==> config.mk <==
export PLATFORM = sky130hd
export DESIGN_NAME = user_file_format_validator
export DESIGN_NICKNAME = d
export VERILOG_FILES = /design/src/uffv_pkg.sv /design/src/user_file_format_validator.sv
export SDC_FILE = /design/constraint.sdc
export NUM_CORES = 1
export LEC_CHECK = 0
export BUFFER_PORTS_ARGS = -buffer_cell sky130_fd_sc_hd__buf_2
export CORE_MARGIN = 5
export CORE_UTILIZATION = 40
export DETAILED_ROUTE_END_ITERATION = 10
export RECOVER_POWER = 100
export SYNTH_ARGS = -nofsm -noshare
export SYNTH_HDL_FRONTEND = slang
export SYNTH_SLANG_ARGS = --single-unit
==> constraint.sdc <==
create_clock -name i_clk -period 7.35 [get_ports i_clk]
set_input_delay 1.47 -clock i_clk [delete_from_list [all_inputs] [get_ports i_clk]]
set_output_delay 1.47 -clock i_clk [all_outputs]
set_load 0.005 [all_outputs]
==> src/uffv_pkg.sv <==
`timescale 1ns / 1ps

package uffv_pkg;

    // Default width of the saturating byte counter
    localparam int COUNT_BITS_DEF = 28;

    // Configuration register widths and reset values
    localparam int COMP_W = 27;
    localparam int FILE_W = 28;
    localparam logic [COMP_W-1:0] MAX_COMP_RESET = COMP_W'(16 * 1024 * 1024);
    localparam logic [FILE_W-1:0] MAX_FILE_RESET = FILE_W'(64 * 1024 * 1024);

    // Register indexes (byte address bit 2)
    localparam logic REG_MAX_COMP = 1'b0;
    localparam logic REG_MAX_FILE = 1'b1;

    // Format codes
    localparam logic [2:0] FMT_INVALID = 3'd0;
    localparam logic [2:0] FMT_V1      = 3'd1;
    localparam logic [2:0] FMT_V2      = 3'd2;
    localparam logic [2:0] FMT_V3      = 3'd3;
    localparam logic [2:0] FMT_V4      = 3'd4;
    localparam logic [2:0] FMT_V5      = 3'd5;

    // "PQCUSR05" read as a little-endian 64-bit word
    localparam logic [63:0] V5_MAGIC_LE = 64'h3530_5253_5543_5150;
    localparam logic [31:0] V5_VERSION  = 32'd5;
    localparam logic [31:0] V5_COUNT    = 32'd9;

    // Legacy version words
    localparam logic [31:0] VER_V2 = 32'd2;
    localparam logic [31:0] VER_V3 = 32'd3;
    localparam logic [31:0] VER_V4 = 32'd4;

    // Component counts per layout
    localparam logic [3:0] PARTS_9 = 4'd9;
    localparam logic [3:0] PARTS_7 = 4'd7;
    localparam logic [3:0] PARTS_4 = 4'd4;

    // Field byte positions
    localparam logic [4:0] SH_HALF      = 5'd4;
    localparam logic [4:0] SH_LEN_END   = 5'd8;
    localparam logic [4:0] SH_VER_END   = 5'd4;
    localparam logic [4:0] SH_TOTAL_END = 5'd12;
    localparam logic [4:0] SH_HDR_END   = 5'd16;
    localparam logic [2:0] HEAD_LAST    = 3'd7;

endpackage

==> src/user_file_format_validator.sv <==
`timescale 1ns / 1ps

// Channel   Direction  Handshake                 Payload
// input     in         i_valid / o_stall         i_data_byte[7:0], i_last
// result    out        o_valid / i_stall         o_valid_res, o_format[2:0]
// config    in         psel/penable/pwrite/pready paddr[2:0], pwdata[31:0], prdata[31:0]
//
// One byte word per cycle unless a stalled result holds back a last word; the parse state
// takes one byte per cycle through a single update of the header/length/body tracker.
// The verdict is registered: the word flagged last is held in the input register,
// then its verdict is loaded into the result register.
// Synchronous active-low reset clears the parse state and loads register defaults.
// A stalled result holds; bytes keep flowing until the input register holds a
// last word that finds the result register still full.

module user_file_format_validator #(
    parameter int COUNT_BITS = uffv_pkg::COUNT_BITS_DEF
) (
    input  logic        i_clk,
    input  logic        i_rst_n,

    input  logic        i_valid,
    output logic        o_stall,
    input  logic [7:0]  i_data_byte,
    input  logic        i_last,

    output logic        o_valid,
    input  logic        i_stall,
    output logic        o_valid_res,
    output logic [2:0]  o_format,

    input  logic        psel,
    input  logic        penable,
    input  logic        pwrite,
    input  logic [2:0]  paddr,
    input  logic [31:0] pwdata,
    output logic [31:0] prdata,
    output logic        pready
);

    localparam int CmpW = (COUNT_BITS > uffv_pkg::FILE_W) ? COUNT_BITS : uffv_pkg::FILE_W;
    localparam logic [COUNT_BITS-1:0] CntMax = '1;

    typedef enum logic [2:0] {
        PH_HEAD,
        PH_V5HDR,
        PH_LEN,
        PH_BODY,
        PH_DONE
    } t_phase;

    // Configuration
    logic [uffv_pkg::COMP_W-1:0] r_max_comp;
    logic [uffv_pkg::FILE_W-1:0] r_max_file;

    // Input register
    logic       r_in_vld;
    logic [7:0] r_in_byte;
    logic       r_in_last;

    // Per-file parse state
    logic [COUNT_BITS-1:0]       r_count,   n_count;
    t_phase                      r_phase,   n_phase;
    logic [63:0]                 r_head,    n_head;
    logic [4:0]                  r_shift,   n_shift;
    logic [uffv_pkg::COMP_W-1:0] r_body,    n_body;
    logic [3:0]                  r_parts,   n_parts;
    logic [2:0]                  r_kind,    n_kind;
    logic [COUNT_BITS-1:0]       r_decl_lo, n_decl_lo;
    logic                        r_decl_hi, n_decl_hi;
    logic                        r_failed,  n_failed;

    // Result register
    logic       r_out_vld;
    logic       r_out_res, n_out_res;
    logic [2:0] r_out_fmt, n_out_fmt;

    logic        out_free;
    logic        proc_go;
    logic        in_free;
    logic        cnt_sat;
    logic        fail_now;
    logic        parse_fail;
    logic        len_take;
    logic        len_bad;
    logic [63:0] len_val;
    logic [63:0] asm_word;
    logic [4:0]  sh_inc;
    logic [26:0] body_dec;
    logic [3:0]  parts_dec;
    logic        cfg_wr;

    assign out_free = !r_out_vld || !i_stall;
    assign proc_go  = r_in_vld && (!r_in_last || out_free);
    assign in_free  = !r_in_vld || proc_go;
    assign o_stall  = !in_free;

    assign o_valid     = r_out_vld;
    assign o_valid_res = r_out_res;
    assign o_format    = r_out_fmt;

    assign pready = 1'b1;
    assign cfg_wr = psel && penable && pwrite;

    always_comb begin
        unique case (paddr[2])
            uffv_pkg::REG_MAX_COMP: prdata = {5'd0, r_max_comp};
            uffv_pkg::REG_MAX_FILE: prdata = {4'd0, r_max_file};
            default:                prdata = '0;
        endcase
    end

    // Byte count and file-level checks
    assign cnt_sat  = (r_count == CntMax);
    assign n_count  = cnt_sat ? r_count : r_count + 1'b1;
    assign fail_now = r_failed || cnt_sat || (CmpW'(n_count) > CmpW'(r_max_file));

    assign sh_inc    = r_shift + 1'b1;
    assign body_dec  = (r_body != '0) ? r_body - 1'b1 : r_body;
    assign parts_dec = (r_parts != '0) ? r_parts - 1'b1 : r_parts;

    // Parse one byte
    always_comb begin
        n_phase    = r_phase;
        n_head     = r_head;
        n_shift    = r_shift;
        n_body     = r_body;
        n_parts    = r_parts;
        n_kind     = r_kind;
        n_decl_lo  = r_decl_lo;
        n_decl_hi  = r_decl_hi;
        parse_fail = 1'b0;
        len_take   = 1'b0;
        len_val    = '0;
        asm_word   = '0;
        len_bad    = 1'b0;

        if (!fail_now) begin
            unique case (r_phase)
                PH_HEAD: begin
                    asm_word = r_head | (64'(r_in_byte) << {r_count[2:0], 3'b000});
                    n_head   = asm_word;
                    if (r_count[2:0] == uffv_pkg::HEAD_LAST) begin
                        if (asm_word == uffv_pkg::V5_MAGIC_LE) begin
                            n_kind  = uffv_pkg::FMT_V5;
                            n_head  = '0;
                            n_shift = '0;
                            n_phase = PH_V5HDR;
                        end else if (asm_word[31:0] == uffv_pkg::VER_V3 ||
                                     asm_word[31:0] == uffv_pkg::VER_V4 ||
                                     asm_word[31:0] == uffv_pkg::VER_V2) begin
                            if (asm_word[31:0] == uffv_pkg::VER_V3) begin
                                n_kind  = uffv_pkg::FMT_V3;
                                n_parts = uffv_pkg::PARTS_9;
                            end else if (asm_word[31:0] == uffv_pkg::VER_V4) begin
                                n_kind  = uffv_pkg::FMT_V4;
                                n_parts = uffv_pkg::PARTS_9;
                            end else begin
                                n_kind  = uffv_pkg::FMT_V2;
                                n_parts = uffv_pkg::PARTS_7;
                            end
                            // upper word already holds the low half of the first length
                            n_head  = {32'd0, asm_word[63:32]};
                            n_shift = uffv_pkg::SH_HALF;
                            n_phase = PH_LEN;
                        end else begin
                            n_kind   = uffv_pkg::FMT_V1;
                            n_parts  = uffv_pkg::PARTS_4;
                            len_take = 1'b1;
                            len_val  = asm_word;
                        end
                    end
                end
                PH_V5HDR: begin
                    asm_word = {r_head[55:0], r_in_byte};
                    n_head   = asm_word;
                    n_shift  = sh_inc;
                    if (sh_inc == uffv_pkg::SH_VER_END) begin
                        parse_fail = (asm_word != 64'(uffv_pkg::V5_VERSION));
                        n_head     = '0;
                    end else if (sh_inc == uffv_pkg::SH_TOTAL_END) begin
                        n_decl_lo = asm_word[COUNT_BITS-1:0];
                        n_decl_hi = |asm_word[63:COUNT_BITS];
                        n_head    = '0;
                    end else if (sh_inc >= uffv_pkg::SH_HDR_END) begin
                        parse_fail = (asm_word != 64'(uffv_pkg::V5_COUNT));
                        n_head     = '0;
                        n_shift    = '0;
                        n_parts    = uffv_pkg::PARTS_9;
                        n_phase    = PH_LEN;
                    end
                end
                PH_LEN: begin
                    if (r_kind == uffv_pkg::FMT_V5) begin
                        asm_word = {r_head[55:0], r_in_byte};
                    end else begin
                        asm_word = r_head | (64'(r_in_byte) << {r_shift[2:0], 3'b000});
                    end
                    n_head  = asm_word;
                    n_shift = sh_inc;
                    if (sh_inc >= uffv_pkg::SH_LEN_END) begin
                        len_take = 1'b1;
                        len_val  = asm_word;
                    end
                end
                PH_BODY: begin
                    n_body = body_dec;
                    if (body_dec == '0) begin
                        n_parts = parts_dec;
                        if (parts_dec == '0) begin
                            n_phase = PH_DONE;
                        end else begin
                            n_head  = '0;
                            n_shift = '0;
                            n_phase = PH_LEN;
                        end
                    end
                end
                default: begin
                    // any byte past the last body
                    parse_fail = 1'b1;
                end
            endcase

            if (len_take) begin
                len_bad = (len_val[63:uffv_pkg::COMP_W] != '0) ||
                          (len_val[uffv_pkg::COMP_W-1:0] == '0) ||
                          (len_val[uffv_pkg::COMP_W-1:0] > r_max_comp);
                if (len_bad) begin
                    parse_fail = 1'b1;
                end else begin
                    n_body  = len_val[uffv_pkg::COMP_W-1:0];
                    n_phase = PH_BODY;
                end
            end
        end

        n_failed  = fail_now || parse_fail;
        n_out_res = !n_failed && (n_phase == PH_DONE) &&
                    (n_kind != uffv_pkg::FMT_V5 || (!n_decl_hi && n_decl_lo == n_count));
        n_out_fmt = n_out_res ? n_kind : uffv_pkg::FMT_INVALID;
    end

    always_ff @(posedge i_clk) begin
        if (!i_rst_n) begin
            r_max_comp <= uffv_pkg::MAX_COMP_RESET;
            r_max_file <= uffv_pkg::MAX_FILE_RESET;
            r_in_vld   <= 1'b0;
            r_out_vld  <= 1'b0;
            r_count    <= '0;
            r_phase    <= PH_HEAD;
            r_head     <= '0;
            r_shift    <= '0;
            r_body     <= '0;
            r_parts    <= '0;
            r_kind     <= uffv_pkg::FMT_INVALID;
            r_decl_lo  <= '0;
            r_decl_hi  <= 1'b0;
            r_failed   <= 1'b0;
        end else begin
            if (cfg_wr) begin
                unique case (paddr[2])
                    uffv_pkg::REG_MAX_COMP: r_max_comp <= pwdata[uffv_pkg::COMP_W-1:0];
                    uffv_pkg::REG_MAX_FILE: r_max_file <= pwdata[uffv_pkg::FILE_W-1:0];
                    default: ;
                endcase
            end

            if (in_free) begin
                r_in_vld <= i_valid;
            end

            if (out_free) begin
                r_out_vld <= proc_go && r_in_last;
            end

            if (proc_go) begin
                if (r_in_last) begin
                    // start the next file from scratch
                    r_count   <= '0;
                    r_phase   <= PH_HEAD;
                    r_head    <= '0;
                    r_shift   <= '0;
                    r_body    <= '0;
                    r_parts   <= '0;
                    r_kind    <= uffv_pkg::FMT_INVALID;
                    r_decl_lo <= '0;
                    r_decl_hi <= 1'b0;
                    r_failed  <= 1'b0;
                end else begin
                    r_count   <= n_count;
                    r_phase   <= n_phase;
                    r_head    <= n_head;
                    r_shift   <= n_shift;
                    r_body    <= n_body;
                    r_parts   <= n_parts;
                    r_kind    <= n_kind;
                    r_decl_lo <= n_decl_lo;
                    r_decl_hi <= n_decl_hi;
                    r_failed  <= n_failed;
                end
            end
        end

        if (in_free && i_valid) begin
            r_in_byte <= i_data_byte;
            r_in_last <= i_last;
        end

        if (proc_go && r_in_last) begin
            r_out_res <= n_out_res;
            r_out_fmt <= n_out_fmt;
        end
    end

    a_rose_after_last: assert property (@(posedge i_clk) disable iff (!i_rst_n)
        $rose(r_out_vld) |-> $past(r_in_vld && r_in_last))
        else $error("verdict without a last word");

    a_invalid_fmt: assert property (@(posedge i_clk) disable iff (!i_rst_n)
        (r_out_vld && !r_out_res) |-> (r_out_fmt == uffv_pkg::FMT_INVALID))
        else $error("invalid verdict carries a format");

    a_file_cleared: assert property (@(posedge i_clk) disable iff (!i_rst_n)
        (proc_go && r_in_last) |=> (r_count == '0 && r_phase == PH_HEAD && !r_failed))
        else $error("file state not cleared after last word");

    a_body_nonzero: assert property (@(posedge i_clk) disable iff (!i_rst_n)
        (r_phase == PH_BODY) |-> (r_body != '0))
        else $error("body phase with nothing left");

    a_parts_nonzero: assert property (@(posedge i_clk) disable iff (!i_rst_n)
        (r_phase == PH_LEN) |-> (r_parts != '0))
        else $error("length phase with no component left");

endmodule

==> results.md <==
- Vias in the first global route: 18100
- Clock tree buffer depth: 3
- Utilization after layout: 45.1%
- Most crowded layer after global routing: met2
- Post-route ant nets: 0
- CTS clk-pin slew, worst paths: 0.06 ns
- Layout fillers: 4459
- Initial antenna violation count: 0
- Max-cap violations: 3
- Worst Path Buf+Inv: 4
- CP required: 7.84 ns
- Placeable Area: 43100 um2
- Worst hold path type: reg2reg
- Avg WL per Cell: 25.5 um
- Hpwl dp: 54400 um
- Fraction of layout cells with a size suffix above 1: under 10%
- Post-synthesis sequential area ratio: between 20% and 30%
- Crit Path Category: reg2reg
- Width of the die: between 200 and 250 um
- Routability Congestion: 1.05
- Finished Cell Area: between 15000 and 20000 um2
- Fin crit share: 95.4%
- Avg Cell Area, Syn: between 7 and 8 um2
- DRC: 0
- Critical path's slowest cell: and4_1
- Worst VDD drop: 176 uV
- Total Wirelength: 75400 um
- Tightest Pin Transition: between 3 and 4 ns
- Register Area: 4820 um2
- Met1 Usage GRT: 41.6%
- Total track usage: 30.0%
- Slowest stage delay, CP: ~0.56 ns
- Post-route setup TNS: 0 ns
- Failing checks: max-capacitance violations, max-slew violations
- IO buf count: 78
- Relative slew slack: -104%
- Worst-Skew Late Latency: approximately 0.60 ns
- Power after layout: 3.26 mW
- Hold WS: 0.460 ns
- Pin count of the biggest net entering global routing: 69
- PD cells: 167 nW/um2
- CTS Buf Count: 31
- Placed inst area: between 15000 and 20000 um2
- Initial Util: between 40 and 50%
- Netlist Area Pre-Place: 17400 um2
- Iter 0 DRT Violations: 2666
- Pleak: 7.11 nW
- FFs w/ async S/R, synth: 0%
- # nets final: 2457
- Vias per cell: 6.56
- Synth Register Bits: 234
- CP endpoint kind: flop
- Die height: 219 um
- Met3 Usage GRT: 5.67%
- Critical Path Fanout Max: 33
- Main synth FF type: dfxtp_1
- RSZ-0062 raised after global routing: no
- Max Slew Vio Count: between 100 and 150
- Critical path cell sequence: buf_12 > nor2_1 > clkbuf_2 > a31oi_1 > nand4_1 > nor3_1 > and4_1 > or3_1 > clkbuf_1 > o21ai_0 > clkbuf_1 > ha_1 > a21o_1 > a21o_1 > a21oi_1 > nor2_1 > a21oi_1 > o221ai_1 > o21ai_0 > o2111ai_1 > nand2_1 > o21ai_0 > a32o_1
- Row cnt: between 70 and 80
- Die Area: 47900 um2
- Family with the most delay on the worst path: compound AO/OA/AOI/OAI gates
- Status: complete, but fails checks
- H-Tree Depth: 1
- Worst Setup SP: r_count[2]
- Clock Skews: 0.0143 ns
- Met2 global-route usage: 44.7%
- # IOs: 90
- Post-Syn Instances: 2354
- Area grow syn2layout: 11.4%
- Hold path start: r_max_comp[17]
- Distinct cells, synth: 88
- Min cycle time layout: between 7 and 8 ns
- FMAX: roughly 140 MHz
- WP data arrival: approximately 7.5 ns
- DR pass1 iterations: 7
- YS warnings: 0
- Most used cell, CP: o21ai_0
- Critical Path Source Type: flop
- Hold Vio Cnt, Final: 0
- R2r startpoint: r_count[2]
- CTS root buffer: clkbuf_16
- Grt total ovfl: 0
- Clk sink count: roughly 230
- Number of synthesized flops with an enable pin: 13
- Finish-stage setup viols: 0
- Vias post-DR: 19400
- CTS tree: built
- First-pass GRT wire length: 113000 um
- Combined area of the multi-input logic cells: between 10000 and 15000 um2
through the flow:
stage | std cells | worst slack [ns]
after floorplan | 2357 | 1.64
after global placement | 2900 | 0.410
after detailed placement | 2900 | 0.426
after CTS | 2958 | 0.411
after global routing | 2958 | 0.0363
final | 2959 | 0.335
path summary, 6_finish.rpt:
kind | cells after the start | slack [ns] | to
max | 23 | 0.34 | r_body[26]
min | 2 | 0.46 | r_max_comp[17]
max reg2reg | 23 | 0.34 | r_body[26]
min reg2reg | 2 | 0.46 | r_max_comp[17]
tightest hold or removal path: stages (launching register included):
cell	delay, ns
dfxtp_1	0.30
nand2_1	0.04
a21boi_0	0.06
power breakdown:
group	internal [mW]	total (mW)	switching, mW
Clock	1.04	1.68	0.638
Sequential	1.29	1.31	0.0173
Combinational	0.0831	0.268	0.185
Total	2.41	3.26	0.841
layer usage:
| layer | routed length (um) | vias to the layer above | part of all wire (%) |
|---|---|---|---|
| li1 | - | 8735 | - |
| met1 | 30900 | 9140 | 41 |
| met2 | 31300 | 1215 | 42 |
| met3 | 8150 | 318 | 11 |
| met4 | 5060 | 0 | 6.7 |
| met5 | 0 | - | 0 |
logic make-up after synthesis:
family | share of synthesized area (%)
flops | 27.6
compound gates | 31.2
buf+inv | 7.04
simple gates | 26.4
xor+xnor | 1.96
mux | 1.55
other cells | 0.0430
fa+ha+maj | 4.16
layout make-up:
class	instances	area share, %
clock buffer	42	4.46
clock inverter	16	1.30
timing repair buffer	169	5.23
multi-input combinational	1826	58.8
inverter	86	1.66
antenna	1	0.0129
tap	585	3.76
sequential	234	24.8
timing repair:
action	in CTS	in global routing
resized for setup	0	1
setup buffers	0	0
endpoints found under the setup margin	0	9
hold buffers	0	0
registers in the layout (all words and copies together), names as in the netlist:
register,flops
r_kind,3
r_in_last,1
r_count,28
r_in_byte,8
r_max_file,28
r_in_vld,1
r_body,27
r_max_comp,27
r_decl_hi,1
o_valid,1
r_decl_lo,28
r_parts,4
o_format,3
r_failed,1
o_valid_res,1
r_head,64
r_shift,5
r_phase,3
cells in the mapped netlist, types with 10 or more instances:
cell | number | share of area [%]
nand2_1 | 293 | 6.3
dfxtp_1 | 221 | 25
o21ai_0 | 159 | 4.6
nor2_1 | 156 | 3.4
clkbuf_1 | 153 | 3.3
a21oi_1 | 124 | 3.6
nor2b_1 | 91 | 3.3
inv_1 | 85 | 1.8
a22oi_1 | 66 | 2.8
a21boi_0 | 58 | 2.5
ha_1 | 58 | 4.2
a31oi_1 | 55 | 2.0
nor3_1 | 53 | 1.5
nand3_1 | 47 | 1.3
o22ai_1 | 45 | 1.6
a22o_1 | 39 | 2.0
nand4_1 | 39 | 1.4
nor4_1 | 37 | 1.3
and2_1 | 35 | 1.3
o221ai_1 | 30 | 1.5
a221oi_1 | 25 | 1.3
buf_2 | 25 | 0.72
or3_1 | 22 | 0.79
a21o_1 | 21 | 0.90
xor2_1 | 21 | 1.1
a211oi_1 | 20 | 0.86
o211ai_1 | 20 | 0.86
and3_1 | 19 | 0.68
o31ai_1 | 19 | 0.82
mux2i_1 | 18 | 1.0
xnor2_1 | 18 | 0.90
nand2b_1 | 17 | 0.61
or4_1 | 17 | 0.73
buf_1 | 16 | 0.34
or2_2 | 14 | 0.50
edfxtp_1 | 13 | 2.2
buf_4 | 12 | 0.52
and4_1 | 11 | 0.55
and4b_1 | 11 | 0.63
a222oi_1 | 10 | 0.57
placed cells by master (no fill, tap or decap), drive strengths merged, types with 60 or more instances in the layout:
master | Yosys | final
a21boi | 60 | 60
a21oi | 124 | 124
a22oi | 66 | 66
buf | 58 | 125
clkbuf | 153 | 86
dfxtp | 221 | 221
inv | 86 | 88
nand2 | 293 | 293
nor2 | 157 | 157
nor2b | 91 | 91
o21ai | 161 | 161
No activity file was read; power rests on OpenSTA's default activity.
